File: src/hdl/msxu_pkg.sv
`timescale 1ns / 1ps
// ----------------------------------------------------------------------------
// msxu_pkg
// Shared types, operation codes and sizes for the integer execute unit.
// ----------------------------------------------------------------------------
package msxu_pkg;

   // data memory size in words; must be a power of two
   localparam int MEM_WORDS = 1024;
   localparam int MEM_IDX_W = $clog2(MEM_WORDS);

   // operation codes
   localparam logic [4:0] OP_MFLO = 5'd0;
   localparam logic [4:0] OP_MFHI = 5'd1;
   localparam logic [4:0] OP_JR   = 5'd2;
   localparam logic [4:0] OP_MULT = 5'd3;
   localparam logic [4:0] OP_DIV  = 5'd4;
   localparam logic [4:0] OP_ADD  = 5'd5;
   localparam logic [4:0] OP_SUB  = 5'd6;
   localparam logic [4:0] OP_AND  = 5'd7;
   localparam logic [4:0] OP_OR   = 5'd8;
   localparam logic [4:0] OP_XOR  = 5'd9;
   localparam logic [4:0] OP_SLT  = 5'd10;
   localparam logic [4:0] OP_ROTR = 5'd11;
   localparam logic [4:0] OP_SLL  = 5'd12;
   localparam logic [4:0] OP_SRL  = 5'd13;
   localparam logic [4:0] OP_ADDI = 5'd14;
   localparam logic [4:0] OP_LW   = 5'd15;
   localparam logic [4:0] OP_SW   = 5'd16;
   localparam logic [4:0] OP_LUI  = 5'd17;
   localparam logic [4:0] OP_BEQ  = 5'd18;
   localparam logic [4:0] OP_BNE  = 5'd19;
   localparam logic [4:0] OP_BGTZ = 5'd20;
   localparam logic [4:0] OP_BLEZ = 5'd21;
   localparam logic [4:0] OP_J    = 5'd22;
   localparam logic [4:0] OP_JAL  = 5'd23;

   localparam logic [4:0] LINK_REG = 5'd31;

   typedef struct packed {
      logic [4:0]         action;
      logic [4:0]         dest_reg;
      logic [4:0]         src_reg_a;
      logic [4:0]         src_reg_b;
      logic [4:0]         shift_amount;
      logic signed [15:0] immediate;
      logic [31:0]        jump_target;
   } req_type;

   typedef struct packed {
      logic [31:0] next_pc;
      logic        reg_write;
      logic [4:0]  reg_index;
      logic [31:0] reg_value;
      logic        hilo_write;
      logic [31:0] hi_value;
      logic [31:0] lo_value;
      logic        mem_write;
      logic [31:0] mem_address;
      logic [31:0] mem_value;
   } rsp_type;

   typedef enum logic [2:0] {
      ST_CLEAR,
      ST_IDLE,
      ST_READ,
      ST_DIVW,
      ST_EXEC
   } state_type;

   // controller to datapath
   typedef struct packed {
      logic clear;      // zero one data memory word
      logic accept;     // latch request, read register file
      logic prep;       // operands valid: multiply, memory read
      logic div_start;  // load the divider
      logic commit;     // update state, register response
   } cmd_type;

   // datapath to controller
   typedef struct packed {
      logic clear_last;
      logic op_div;
      logic div_done;
   } sts_type;

endpackage

File: src/hdl/msxu_ctrl.sv
`timescale 1ns / 1ps
// ----------------------------------------------------------------------------
// msxu_ctrl
// Sequencer: memory clearing, operand read, divide wait and commit.
// ----------------------------------------------------------------------------
module msxu_ctrl (
   input  logic              clock,
   input  logic              reset,
   input  logic              start,
   output logic              busy,
   input  msxu_pkg::sts_type sts,
   output msxu_pkg::cmd_type cmd
);
   import msxu_pkg::*;

   state_type state_ff, state_in;

   // next state
   always_comb begin
      state_in = state_ff;
      case (state_ff)
         ST_CLEAR: if (sts.clear_last) state_in = ST_IDLE;
         ST_IDLE:  if (start) state_in = ST_READ;
         ST_READ:  state_in = sts.op_div ? ST_DIVW : ST_EXEC;
         ST_DIVW:  if (sts.div_done) state_in = ST_EXEC;
         ST_EXEC:  state_in = ST_IDLE;
         default:  state_in = ST_IDLE;
      endcase
   end

   always_ff @(posedge clock) begin
      if (reset) begin
         state_ff <= ST_CLEAR;
      end else begin
         state_ff <= state_in;
      end
   end

   // outputs
   always_comb begin
      cmd  = '0;
      busy = 1'b1;
      case (state_ff)
         ST_CLEAR: cmd.clear = 1'b1;
         ST_IDLE: begin
            busy       = 1'b0;
            cmd.accept = start;
         end
         ST_READ: begin
            cmd.prep      = 1'b1;
            cmd.div_start = sts.op_div;
         end
         ST_DIVW: ;
         ST_EXEC: cmd.commit = 1'b1;
         default: ;
      endcase
   end

`ifndef SYNTHESIS
   a_accept_to_read: assert property (@(posedge clock) disable iff (reset)
      cmd.accept |=> state_ff == ST_READ)
      else $error("accept did not start a request");
   a_commit_single: assert property (@(posedge clock) disable iff (reset)
      cmd.commit |=> !cmd.commit && !busy)
      else $error("commit not followed by idle");
   a_divw_holds: assert property (@(posedge clock) disable iff (reset)
      state_ff == ST_DIVW && !sts.div_done |=> state_ff == ST_DIVW)
      else $error("left divide wait early");
`endif

endmodule
File: config.mk
export PLATFORM = sky130hd
export DESIGN_NAME = msxu_ctrl
export DESIGN_NICKNAME = d
export VERILOG_FILES = /design/src/hdl/msxu_pkg.sv /design/src/hdl/msxu_ctrl.sv
export SDC_FILE = /design/constraint.sdc
export NUM_CORES = 1
export LEC_CHECK = 0
export ABC_AREA = 1
export BUFFER_PORTS_ARGS = -buffer_cell sky130_fd_sc_hd__buf_4
export CORE_AREA = 3 3 40 42
export CTS_CLUSTER_DIAMETER = 150
export DETAILED_ROUTE_END_ITERATION = 7
export DIE_AREA = 0 0 43 45
export PLACE_DENSITY = 0.44
export SYNTH_ARGS = -nofsm -noshare
export SYNTH_HDL_FRONTEND = slang
export SYNTH_SLANG_ARGS = --single-unit
File: constraint.sdc
create_clock -name clock -period 1.05 [get_ports clock]
set_clock_uncertainty 0.05 [all_clocks]
set_input_delay 0.0525 -clock clock [delete_from_list [all_inputs] [get_ports clock]]
set_output_delay 0.0525 -clock clock [all_outputs]
set_load 0.01 [all_outputs]
==> impl_metrics.ini <==
[worst_setup_path]
cp.arrival_ns = 1.02
rr_startpoint = state_ff[0]
worstPathMaxFanout = 3
critPathCaptureType = primary output
crit_start = state_ff[0]
crit_required_ns = 0.95
rrSetupSlack_ns = -0.06
path_class = reg2out
reg2regPathDepth = 8
startpoint_type = register

[global_routing]
grt_use_total = 0.0673
grt_max_degree = 6
antenna_found_initial = 0
grt_pass1_vias = 256
grt.overflow.total = 0
grt_first_pass_wirelength_um = 917

[synth]
synth.largest_area_cell = dfxtp_1
seq_area_frac_synth = 0.276
yosys_warnings = 0
synth_area_um2 = 218
synth_top_area_frac = 0.276
yosys.cell_types.count = 12
synth.area.top_cells = dfxtp_1 28%, nor2_1 16%, nand2_1 12%
synthCells = 34
synth-seq-cells = 3
synth.avg_cell_area_um2 = 6.40
syn_nets = 40

[layout]
largest_reg_flops = 3
largestRegisters = state_ff (3)
design_area_um2 = 454
fin_util = 0.353
mostFrequentLayoutCell = buf_4
drive_gt1_frac = 0.759
multi_input_area_um2 = 189
n_antenna_cell = 0
most-common-layout-cells = 14 x buf_4, 5 x nor2_1, 4 x nand2_2
seq_area_um2 = 68.8
syn2layout_area_growth_pct = 109
final.fill_count = 149
largest_register = state_ff
nNetsFinal = 61

[power]
power_w = 0.000923
p_leak_nw = 0.224
clockPowerShare = 0.218
p_comb_frac = 0.573
p_sw_frac = 0.399
power_density_mw_per_mm2 = 2030
p_sw_w = 0.000369
p_int_w = 0.000554
vdd_drop_max_uv = 869
pwr-share-seq = 0.209

[floorplan]
die_x_um = 43
dieHeight_um = 45
die-area_mm2 = 0.00194
start_util = 0.169
fp.coreArea_mm2 = 0.00128
io-pin-count = 12
rows = 13

[detailed_routing]
drt_iter0_markers = 0
dr.pass1.iters = 1
vias = 281
drt-total-wl_um = 623
ant_nets = 0
route.detailed.wl_per_inst_um = 9.03
via_per_inst = 4.07
drcViolationCount = 0

[run_status]
outcome = complete, but fails checks
failed_checks = negative setup slack

[job]
cap_violations = 0

[placement]
dp_slack_ns = 0.0332
gp_congestion = 0.718
dp_hpwl_um = 448
port_buffers = 11
dpl-instance-area_um2 = 319

[cts]
cts_max_level = 1
cts-root-buf = clkbuf_4
cts_buffer_depth = 2
cts_made_buffers = 3
cts_tree = built
clkLatencyLatePin_ns = 0.23
cts.sinks = 3
clkSlewWorstSetupHoldPaths_ns = 0.04

[min_path]
hold_class = in2reg
hp-start = sts[1]
hold_depth = 4

[timing]
min_period_over_period = 1.07
setup_viol = 6
rsz0062_at_grt = yes
setup_ws_ns = -0.0728
slew_headroom = 0.888
setup_tns_ns = -0.351
worst_pin_slew_ns = 0.167
fmax_mhz = 891
hold_violations = 0
min_period_ns = 1.12
final_max_slew_viol_count = 0
-- cell type report --
class                      count  share of cell area
clock buffer                   4              0.0579
timing repair buffer          16               0.278
multi-input combinational     25               0.416
sequential                     3               0.152
tap                           15              0.0413
inverter                       6              0.0551
-- Yosys cell counts, drive strengths merged --
master / count
inv: 6
nor2: 10
nand3b: 2
nor3: 2
dfxtp: 3
nand2: 7
a21oi: 1
nand3: 3
-- stage by stage --
stage / hold WS [ns] / cells
final: 0.106 / 69
after global routing: 0.105 / 69
after CTS: 0.0897 / 67
after detailed placement: 0.188 / 60
after global placement: 0.186 / 60
after floorplan: 0.0717 / 34
-- power groups by stage --
stage          registers [W]  clock network (W)  logic, W
6_report            0.000193           0.000201  0.000529
5_1_grt             0.000200           0.000222  0.000580
4_1_cts             0.000176           0.000218  0.000395
3_5_place_dp        0.000167                  0  0.000362
3_3_place_gp        0.000168                  0  0.000365
2_1_floorplan       0.000163                  0  0.000232
-- critical path, cell delays in order, from the launching register on --
cell,delay [ns]
dfxtp_4,0.35
nor2_2,0.16
inv_2,0.07
nor2_1,0.09
buf_4,0.12
-- kinds of logic after synthesis --
kind of cell | Yosys count | share of synthesized area
AO/OA/AOI/OAI | 1 | 0.0230
buffers and inverters | 6 | 0.103
flip-flops | 3 | 0.276
AND/OR/NAND/NOR | 24 | 0.598
-- path summary, 6_finish.rpt --
path | end
max | cmd[0]
min | state_ff[2]
max reg2reg | state_ff[0]
min reg2reg | state_ff[2]
-- layer usage --
metal / vias to the layer above / GRT usage / wire length [um]
met5: - / 0 / 0
met4: 0 / 0.0723 / 0
met3: 0 / 0.0159 / 59
met2: 9 / 0.108 / 317
met1: 128 / 0.0695 / 246
li1: 144 / - / -
-- timing repair --
item,CTS,global route
hold endpoints to repair,2,0
pin swaps,5,5
gates resized for setup,5,18
hold buffers,1,0
endpoints found under the setup margin,6,9
buffers inserted,2,2
(Power assumes the default switching activity.)
